File: config.mk
export PLATFORM = sky130hd
export DESIGN_NAME = llcp_aggregated_frame_splitter
export DESIGN_NICKNAME = d
export VERILOG_FILES = /design/src/design/llcp_agf_pkg.sv /design/src/design/llcp_aggregated_frame_splitter.sv
export SDC_FILE = /design/constraint.sdc
export NUM_CORES = 1
export LEC_CHECK = 0
export BUFFER_PORTS_ARGS = -buffer_cell sky130_fd_sc_hd__buf_4
export CAP_MARGIN = 20
export CORE_UTILIZATION = 55
export CTS_CLUSTER_DIAMETER = 150
export DETAILED_ROUTE_END_ITERATION = 10
export PLACE_DENSITY_LB_ADDON = 0.12
export REMOVE_ABC_BUFFERS = 1
export SLEW_MARGIN = 20
export SYNTH_ARGS = -nofsm -noshare
export SYNTH_HDL_FRONTEND = slang
export SYNTH_SLANG_ARGS = --single-unit
File: constraint.sdc
create_clock -name i_clk -period 4 [get_ports i_clk]
set_input_delay 0.8 -clock i_clk [delete_from_list [all_inputs] [get_ports i_clk]]
set_output_delay 0.8 -clock i_clk [all_outputs]
set_load 0.05 [all_outputs]
File: src/design/llcp_agf_pkg.sv
package llcp_agf_pkg;

    // Parser phases of one aggregated frame
    typedef enum logic [2:0] {
        PH_IDLE   = 3'd0,
        PH_HDR2   = 3'd1,
        PH_LENHI  = 3'd2,
        PH_LENLO  = 3'd3,
        PH_FIRST  = 3'd4,
        PH_SECOND = 3'd5,
        PH_BODY   = 3'd6
    } t_phase;

    // Result codes
    typedef enum logic {
        KIND_PDU_BYTE  = 1'b0,
        KIND_MALFORMED = 1'b1
    } t_kind;

    // Sub-PDU types that are consumed here and never forwarded
    localparam logic [3:0] TYPE_SYMM = 4'h0;
    localparam logic [3:0] TYPE_AGF  = 4'h2;

    // Smallest legal sub-PDU length and outer frame length bound
    localparam logic [15:0] MIN_PDU = 16'd2;

    // Result queue depth and index widths
    localparam int unsigned QDEPTH = 4;
    localparam int unsigned QPTR_W = $clog2(QDEPTH);
    localparam int unsigned QCNT_W = $clog2(QDEPTH + 1);

    typedef struct packed {
        t_kind      kind;
        logic [7:0] data;
        logic       first;
        logic       last;
    } t_result;

endpackage

File: src/design/llcp_aggregated_frame_splitter.sv
// Splits an aggregated LLCP frame (AGF) into its sub-PDUs. Bytes enter one per
// beat, frame_start and frame_length marking the first byte of each frame. The
// 2-byte outer header is skipped, then each sub-PDU is read as a 16-bit
// big-endian length and its body; SYMM and AGF sub-PDUs are dropped, all others
// come out byte by byte with first and last marks. Bad lengths and frames of
// 2 bytes or less give one malformed report (result_kind 1), after which the
// rest of the frame is ignored. The input side takes one byte per cycle while
// o_in_stall is low: all parsing is a single pass from the parser state
// registers into a four-entry result queue, which holds each result until the
// output takes it. The second byte of a forwarded sub-PDU releases the held
// first byte too, so that byte yields two output beats; the input is stalled
// only while the result queue has fewer than two free entries.
module llcp_aggregated_frame_splitter (
    input  logic        i_clk,
    input  logic        i_rst_n,
    input  logic        i_in_valid,
    output logic        o_in_stall,
    input  logic [7:0]  i_data_byte,
    input  logic        i_frame_start,
    input  logic [15:0] i_frame_length,
    output logic        o_out_valid,
    input  logic        i_out_stall,
    output logic        o_result_kind,
    output logic [7:0]  o_out_byte,
    output logic        o_pdu_first,
    output logic        o_pdu_last
);

    localparam int unsigned QPTR_W = llcp_agf_pkg::QPTR_W;
    localparam int unsigned QCNT_W = llcp_agf_pkg::QCNT_W;

    // Parser state
    llcp_agf_pkg::t_phase r_phase, n_phase;
    logic [15:0] r_frame_left, n_frame_left;
    logic [15:0] r_pdu_left, n_pdu_left;
    logic [7:0]  r_len_hi, n_len_hi;
    logic [7:0]  r_held, n_held;
    logic        r_fwd, n_fwd;

    // Result queue
    llcp_agf_pkg::t_result r_queue [llcp_agf_pkg::QDEPTH];
    logic [QPTR_W-1:0] r_wr_ptr, r_rd_ptr;
    logic [QCNT_W-1:0] r_count;

    logic                  in_accept;
    logic                  out_pop;
    logic [1:0]            wr_cnt;
    llcp_agf_pkg::t_result res0, res1;
    logic [15:0]           plen;
    logic [3:0]            ptype;
    logic [15:0]           pdu_dec;
    logic [15:0]           frame_dec;

    assign o_in_stall = (r_count > QCNT_W'(llcp_agf_pkg::QDEPTH - 2));
    assign in_accept  = i_in_valid && !o_in_stall;
    assign out_pop    = o_out_valid && !i_out_stall;

    assign plen      = {r_len_hi, i_data_byte};
    assign ptype     = {r_held[1:0], i_data_byte[7:6]};
    assign pdu_dec   = r_pdu_left - 16'd1;
    assign frame_dec = r_frame_left - 16'd1;

    // Parse one byte: next state and up to two results
    always_comb begin
        n_phase      = r_phase;
        n_frame_left = r_frame_left;
        n_pdu_left   = r_pdu_left;
        n_len_hi     = r_len_hi;
        n_held       = r_held;
        n_fwd        = r_fwd;
        wr_cnt       = 2'd0;
        res0         = '{kind: llcp_agf_pkg::KIND_MALFORMED, data: 8'd0,
                         first: 1'b0, last: 1'b0};
        res1         = '{kind: llcp_agf_pkg::KIND_PDU_BYTE, data: i_data_byte,
                         first: 1'b0, last: (r_pdu_left == 16'd1)};
        if (in_accept) begin
            if (i_frame_start) begin
                // Open a new frame, abandoning any active one
                n_fwd      = 1'b0;
                n_pdu_left = 16'd0;
                if (i_frame_length <= llcp_agf_pkg::MIN_PDU) begin
                    wr_cnt       = 2'd1;
                    n_phase      = llcp_agf_pkg::PH_IDLE;
                    n_frame_left = 16'd0;
                end else begin
                    n_phase      = llcp_agf_pkg::PH_HDR2;
                    n_frame_left = i_frame_length - 16'd1;
                end
            end else if (r_phase == llcp_agf_pkg::PH_IDLE || r_frame_left == 16'd0) begin
                // Drop bytes outside a frame
                n_phase      = llcp_agf_pkg::PH_IDLE;
                n_frame_left = 16'd0;
            end else begin
                n_frame_left = frame_dec;
                unique case (r_phase)
                    llcp_agf_pkg::PH_HDR2: begin
                        n_phase = llcp_agf_pkg::PH_LENHI;
                    end
                    llcp_agf_pkg::PH_LENHI: begin
                        if (r_frame_left <= llcp_agf_pkg::MIN_PDU) begin
                            // Drop a short remainder silently
                            n_phase      = llcp_agf_pkg::PH_IDLE;
                            n_frame_left = 16'd0;
                        end else begin
                            n_len_hi = i_data_byte;
                            n_phase  = llcp_agf_pkg::PH_LENLO;
                        end
                    end
                    llcp_agf_pkg::PH_LENLO: begin
                        if (plen < llcp_agf_pkg::MIN_PDU || plen > frame_dec) begin
                            wr_cnt       = 2'd1;
                            n_phase      = llcp_agf_pkg::PH_IDLE;
                            n_frame_left = 16'd0;
                        end else begin
                            n_pdu_left = plen;
                            n_phase    = llcp_agf_pkg::PH_FIRST;
                        end
                    end
                    llcp_agf_pkg::PH_FIRST: begin
                        n_held     = i_data_byte;
                        n_pdu_left = pdu_dec;
                        n_phase    = llcp_agf_pkg::PH_SECOND;
                    end
                    llcp_agf_pkg::PH_SECOND: begin
                        // Type is known now: unless SYMM or AGF, release held byte and this one
                        n_fwd = (ptype != llcp_agf_pkg::TYPE_SYMM) &&
                                (ptype != llcp_agf_pkg::TYPE_AGF);
                        if (n_fwd) begin
                            wr_cnt = 2'd2;
                            res0   = '{kind: llcp_agf_pkg::KIND_PDU_BYTE, data: r_held,
                                       first: 1'b1, last: 1'b0};
                        end
                        n_pdu_left = pdu_dec;
                        n_phase    = (pdu_dec == 16'd0) ? llcp_agf_pkg::PH_LENHI
                                                        : llcp_agf_pkg::PH_BODY;
                    end
                    llcp_agf_pkg::PH_BODY: begin
                        if (r_fwd) begin
                            wr_cnt = 2'd1;
                            res0   = res1;
                        end
                        n_pdu_left = pdu_dec;
                        if (pdu_dec == 16'd0) begin
                            n_phase = llcp_agf_pkg::PH_LENHI;
                        end
                    end
                    default: begin
                        n_phase      = llcp_agf_pkg::PH_IDLE;
                        n_frame_left = 16'd0;
                    end
                endcase
                // Close the frame on its last byte
                if (n_frame_left == 16'd0) begin
                    n_phase = llcp_agf_pkg::PH_IDLE;
                end
            end
        end
    end

    // Parser state registers
    always_ff @(posedge i_clk) begin
        if (!i_rst_n) begin
            r_phase      <= llcp_agf_pkg::PH_IDLE;
            r_frame_left <= 16'd0;
            r_pdu_left   <= 16'd0;
            r_len_hi     <= 8'd0;
            r_held       <= 8'd0;
            r_fwd        <= 1'b0;
        end else begin
            r_phase      <= n_phase;
            r_frame_left <= n_frame_left;
            r_pdu_left   <= n_pdu_left;
            r_len_hi     <= n_len_hi;
            r_held       <= n_held;
            r_fwd        <= n_fwd;
        end
    end

    // Push results into the queue
    always_ff @(posedge i_clk) begin
        if (wr_cnt != 2'd0) begin
            r_queue[r_wr_ptr] <= res0;
        end
        if (wr_cnt == 2'd2) begin
            r_queue[r_wr_ptr + QPTR_W'(1)] <= res1;
        end
    end

    // Advance queue pointers and fill count
    always_ff @(posedge i_clk) begin
        if (!i_rst_n) begin
            r_wr_ptr <= '0;
            r_rd_ptr <= '0;
            r_count  <= '0;
        end else begin
            r_wr_ptr <= r_wr_ptr + QPTR_W'(wr_cnt);
            if (out_pop) begin
                r_rd_ptr <= r_rd_ptr + QPTR_W'(1);
            end
            r_count <= r_count + QCNT_W'(wr_cnt) - QCNT_W'(out_pop);
        end
    end

    // Present the queue head
    assign o_out_valid   = (r_count != '0);
    assign o_result_kind = r_queue[r_rd_ptr].kind;
    assign o_out_byte    = r_queue[r_rd_ptr].data;
    assign o_pdu_first   = r_queue[r_rd_ptr].first;
    assign o_pdu_last    = r_queue[r_rd_ptr].last;

    // Queue never overfills
    a_queue_bound: assert property (@(posedge i_clk) disable iff (!i_rst_n)
        r_count <= QCNT_W'(llcp_agf_pkg::QDEPTH))
        else $error("result queue overflow");

    // Idle exactly when no frame bytes remain
    a_idle_frame: assert property (@(posedge i_clk) disable iff (!i_rst_n)
        (r_phase == llcp_agf_pkg::PH_IDLE) == (r_frame_left == 16'd0))
        else $error("phase and frame count disagree");

    // A malformed report carries no byte and no marks
    a_report_clean: assert property (@(posedge i_clk) disable iff (!i_rst_n)
        o_out_valid && o_result_kind |-> o_out_byte == 8'd0 && !o_pdu_first && !o_pdu_last)
        else $error("malformed report carries payload");

    // A forwarded sub-PDU has at least two bytes
    a_first_not_last: assert property (@(posedge i_clk) disable iff (!i_rst_n)
        o_out_valid && o_pdu_first |-> !o_pdu_last)
        else $error("sub-PDU first byte marked last");

    // Two results are written only on the second byte of a sub-PDU
    a_pair_phase: assert property (@(posedge i_clk) disable iff (!i_rst_n)
        wr_cnt == 2'd2 |-> r_phase == llcp_agf_pkg::PH_SECOND && !i_frame_start)
        else $error("double result outside second byte");

endmodule
==> impl_metrics.prom <==
# TYPE chip_impl_metric gauge
chip_impl_metric{name="dieWidth",unit="um"} 113
chip_impl_metric{name="clk_latency",unit="ns"} 0.36
chip_impl_metric{name="synthDistinctLibCells",unit=""} 65
chip_impl_metric{name="report.final.hold_viol_count",unit=""} 0
chip_impl_info{name="end_kind",value="register"} 1
chip_impl_info{name="layout.cells.most_common_list",value="sky130_fd_sc_hd__buf_4, sky130_fd_sc_hd__nor2_1, sky130_fd_sc_hd__nand2_1, sky130_fd_sc_hd__dfxtp_1, sky130_fd_sc_hd__a21oi_1"} 1
chip_impl_metric{name="edff_count_synth",unit=""} 36
chip_impl_metric{name="placeableCoreArea",unit="um2"} 12000
chip_impl_metric{name="antenna-diode-count",unit=""} 0
chip_impl_info{name="rsz0062_at_grt",value="true"} 1
chip_impl_metric{name="drt_first_iter_violations",unit=""} 576
chip_impl_metric{name="clock.fmax",unit="GHz"} 0.252
chip_impl_info{name="worstPathCellList",value="or4_4 -> buf_4 -> nor3_2 -> xnor2_1 -> ha_1 -> nand4_1 -> nor4_4 -> nor4b_2 -> a31oi_2 -> a31oi_2 -> ha_1 -> inv_1 -> ha_2 -> fa_2 -> and2_1"} 1
chip_impl_metric{name="worst-endpoint-arrival",unit="ns"} 4.22
chip_impl_metric{name="grt_use_total",unit="%"} 30.0
chip_impl_metric{name="vdd_drop_max",unit="uV"} 278
chip_impl_metric{name="wl_per_cell",unit="um"} 18.9
chip_impl_metric{name="layout_setup_ws",unit="ns"} 0.0333
chip_impl_metric{name="seq_area",unit="um2"} 2460
chip_impl_metric{name="effective_utilization_at_floorplan",unit="%"} 56.2
chip_impl_metric{name="total_of_endpoints_with_negative_setup_slack_in_the_final_report",unit=""} 0
chip_impl_metric{name="timing_max_transition_violations_final",unit=""} 0
chip_impl_info{name="start_kind",value="register"} 1
chip_impl_metric{name="filler_cell_count",unit=""} 1018
chip_impl_metric{name="timing.max_cap.violations",unit=""} 0
chip_impl_metric{name="viasPerCell",unit=""} 6.36
chip_impl_info{name="most_frequently_used_flop_master_after_synthesis",value="sky130_fd_sc_hd__dfxtp_1"} 1
chip_impl_metric{name="design.portCount",unit=""} 42
chip_impl_info{name="critical_path.slowest_cell",value="sky130_fd_sc_hd__or4_4"} 1
chip_impl_metric{name="crit_path_max_incr_delay",unit="ns"} 0.59
chip_impl_info{name="run_status",value="complete, no violations"} 1
chip_impl_metric{name="cts.clk_slew.worst_paths",unit="ns"} 0.07
chip_impl_metric{name="ys_seq_elements",unit=""} 105
chip_impl_metric{name="finalCriticalPeriod",unit="ns"} 3.97
chip_impl_metric{name="max-clock-path-buffers",unit=""} 2
chip_impl_metric{name="die-area",unit="um2"} 12700
chip_impl_metric{name="die_h",unit="um"} 113
chip_impl_metric{name="ys_seq_area_share",unit="%"} 36.6
chip_impl_metric{name="clock-skew-final",unit="ns"} 0.00656
chip_impl_metric{name="min_period_over_period",unit="%"} 99.2
chip_impl_metric{name="grt_max_degree",unit=""} 34
chip_impl_metric{name="cts.sink_count",unit=""} 105
chip_impl_metric{name="slew-limit-headroom",unit="%"} 43.8
chip_impl_metric{name="worstPathRequired",unit="ns"} 4.26
chip_impl_metric{name="htree_num_levels",unit=""} 3
chip_impl_metric{name="area_growth_syn_to_layout",unit="%"} 17.4
chip_impl_metric{name="multi_input_gate_area_in_the_final_layout",unit="um2"} 4090
chip_impl_metric{name="placement_rows",unit=""} 40
chip_impl_metric{name="synth_area",unit="um2"} 6730
chip_impl_metric{name="first_global_vias",unit=""} 5944
chip_impl_metric{name="final_net_count",unit=""} 882
chip_impl_metric{name="power.density",unit="nW/um2"} 471
chip_impl_info{name="cts_tree",value="done"} 1
chip_impl_metric{name="remaining_design_rule_violation_count",unit=""} 0
chip_impl_metric{name="grt_overflow",unit=""} 0
chip_impl_info{name="path_class",value="reg -> reg"} 1
chip_impl_metric{name="place_congestion",unit=""} 0.886
chip_impl_metric{name="grt_antenna_before_repair",unit=""} 0
chip_impl_metric{name="post-dp-hpwl",unit="um"} 13600
chip_impl_metric{name="power_leakage",unit="uW"} 0.00315
chip_impl_metric{name="holdBufCountCts",unit=""} 0
chip_impl_metric{name="final_antenna_net_count",unit=""} 0
chip_impl_metric{name="synthesis.area_per_instance",unit="um2"} 8.75
chip_impl_metric{name="finalWirelength",unit="um"} 18500
chip_impl_metric{name="drtPass1Iterations",unit=""} 5
chip_impl_metric{name="hold-worst-slack",unit="ns"} 0.480
chip_impl_info{name="cts_root_buf",value="sky130_fd_sc_hd__clkbuf_16"} 1
chip_impl_info{name="mostFrequentLayoutCell",value="sky130_fd_sc_hd__buf_4"} 1
chip_impl_metric{name="tritoncts.num_buffers",unit=""} 9
chip_impl_metric{name="ys_async_sr_fraction",unit="%"} 0
chip_impl_metric{name="yosysWarningCount",unit=""} 0
chip_impl_info{name="holdCritPathClass",value="reg -> reg"} 1
chip_impl_metric{name="io_buffers",unit=""} 41
chip_impl_metric{name="layout-drive-gt1-share",unit="%"} 18.3
chip_impl_metric{name="vias",unit=""} 6212
chip_impl_metric{name="tightestPinTransition",unit="ns"} 0.840
chip_impl_metric{name="critPathMaxFanout",unit=""} 4
chip_impl_metric{name="placement.setup.worst_slack",unit="ns"} -0.161
chip_impl_metric{name="syn_inst",unit=""} 769
chip_impl_metric{name="postLayoutCoreUtil",unit="%"} 66.0
chip_impl_metric{name="global_route_wire_length_before_repair",unit="um"} 30000
-- final timing paths --
kind                                      end  depth (start not counted)            start  slack (ns)
worst max-delay path               r_count[1]                         15  r_frame_left[0]        0.03
worst min-delay path            r_queue[1][1]                          2    r_queue[1][1]        0.48
worst max register to register     r_count[1]                         15  r_frame_left[0]        0.03
worst min register to register  r_queue[1][1]                          2    r_queue[1][1]        0.48
-- critical path: cells and delay by family (launching register included) --
kind,cells,cell delay [ns]
and+or+nand+nor,6,1.66
adders and majority gates,4,1.19
DFF,1,0.34
AOI/OAI and AO/OA,2,0.30
buffers and inverters,2,0.24
xor gates and xnor gates,1,0.12
-- timing repair --
item	4_1_cts	5_1_grt
setup buffers	1	3
pin swaps	3	17
setup endpoints to repair	2	3
gates resized for setup	6	23
gates cloned	0	0
-- metal layers --
layer  up-vias  wire, um  track usage [%]
met5         -         0                0
met4         0       331             9.78
met3        29       986             4.91
met2       222      9170             51.6
met1      3006      7960             38.5
li1       2955         -                -
-- stage by stage --
stage,power [uW],std cells,cell area [um2],setup TNS [ns]
after CTS,3610,974,7780,0
after detailed placement,2640,957,7420,-0.274
after global placement,2610,957,7420,-0.0104
final,3720,977,7900,0
after global routing,3910,977,7900,-0.505
after floorplan,2150,717,6520,-0.280
-- synth_stat cells, types with 5 or more instances --
cell / number / area, um2
sky130_fd_sc_hd__xnor2_1: 20 / 175
sky130_fd_sc_hd__a32o_1: 23 / 230
sky130_fd_sc_hd__nor3_1: 26 / 130
sky130_fd_sc_hd__o21ai_0: 27 / 135
sky130_fd_sc_hd__buf_1: 7 / 26.3
sky130_fd_sc_hd__a22oi_1: 7 / 52.6
sky130_fd_sc_hd__edfxtp_1: 36 / 1080
sky130_fd_sc_hd__a21oi_1: 59 / 295
sky130_fd_sc_hd__nand2b_1: 5 / 31.3
sky130_fd_sc_hd__a21o_1: 5 / 37.5
sky130_fd_sc_hd__and2_1: 14 / 87.6
sky130_fd_sc_hd__nor2_1: 88 / 330
sky130_fd_sc_hd__nand2_1: 73 / 274
sky130_fd_sc_hd__o211ai_1: 12 / 90.1
sky130_fd_sc_hd__ha_1: 27 / 338
sky130_fd_sc_hd__clkbuf_1: 38 / 143
sky130_fd_sc_hd__nand4_1: 14 / 87.6
sky130_fd_sc_hd__buf_2: 5 / 25.0
sky130_fd_sc_hd__xor2_1: 17 / 149
sky130_fd_sc_hd__nor4_1: 20 / 125
sky130_fd_sc_hd__dfxtp_1: 69 / 1380
sky130_fd_sc_hd__nand3b_1: 17 / 128
sky130_fd_sc_hd__nor2b_1: 7 / 43.8
sky130_fd_sc_hd__inv_1: 21 / 78.8
sky130_fd_sc_hd__mux4_2: 11 / 248
sky130_fd_sc_hd__o31ai_1: 6 / 45.0
sky130_fd_sc_hd__a211oi_1: 6 / 45.0
sky130_fd_sc_hd__nand3_1: 15 / 75.1
sky130_fd_sc_hd__mux2i_1: 28 / 280
-- registers in the layout, summed over array words and instances (netlist names), named ones only --
name	count
r_queue	44
r_frame_left	16
r_pdu_left	16
r_held	8
r_len_hi	8
r_count	3
r_phase	3
r_rd_ptr	2
r_wr_ptr	2
r_fwd	1
-- final cells by class --
| type | count | share of cell area [%] |
|---|---|---|
| Inverter | 24 | 1.14 |
| Clock inverter | 5 | 1.03 |
| Timing Repair Buffer | 97 | 9.54 |
| Sequential cell | 105 | 31.2 |
| Multi-Input combinational cell | 588 | 51.8 |
| Tap cell | 147 | 2.33 |
| Clock buffer | 11 | 2.95 |
-- power by group --
group	switching, uW	internal, uW	total, uW
Combinational	863	659	1520
Sequential	95.6	1150	1250
Clock	400	551	951
Total	1360	2360	3720
-- cells by family (layout without fill, tap and decap cells) --
logic type	after synthesis	count (layout)	synth area share, %
xor gates and xnor gates	37	37	4.82
muxes	39	39	7.85
adders and majority gates	28	28	5.32
AOI/OAI and AO/OA	178	178	18.2
DFF	105	105	36.6
buffers and inverters	76	137	4.46
and+or+nand+nor	306	306	22.7
Note: power is estimated with default switching activity, not from simulation.
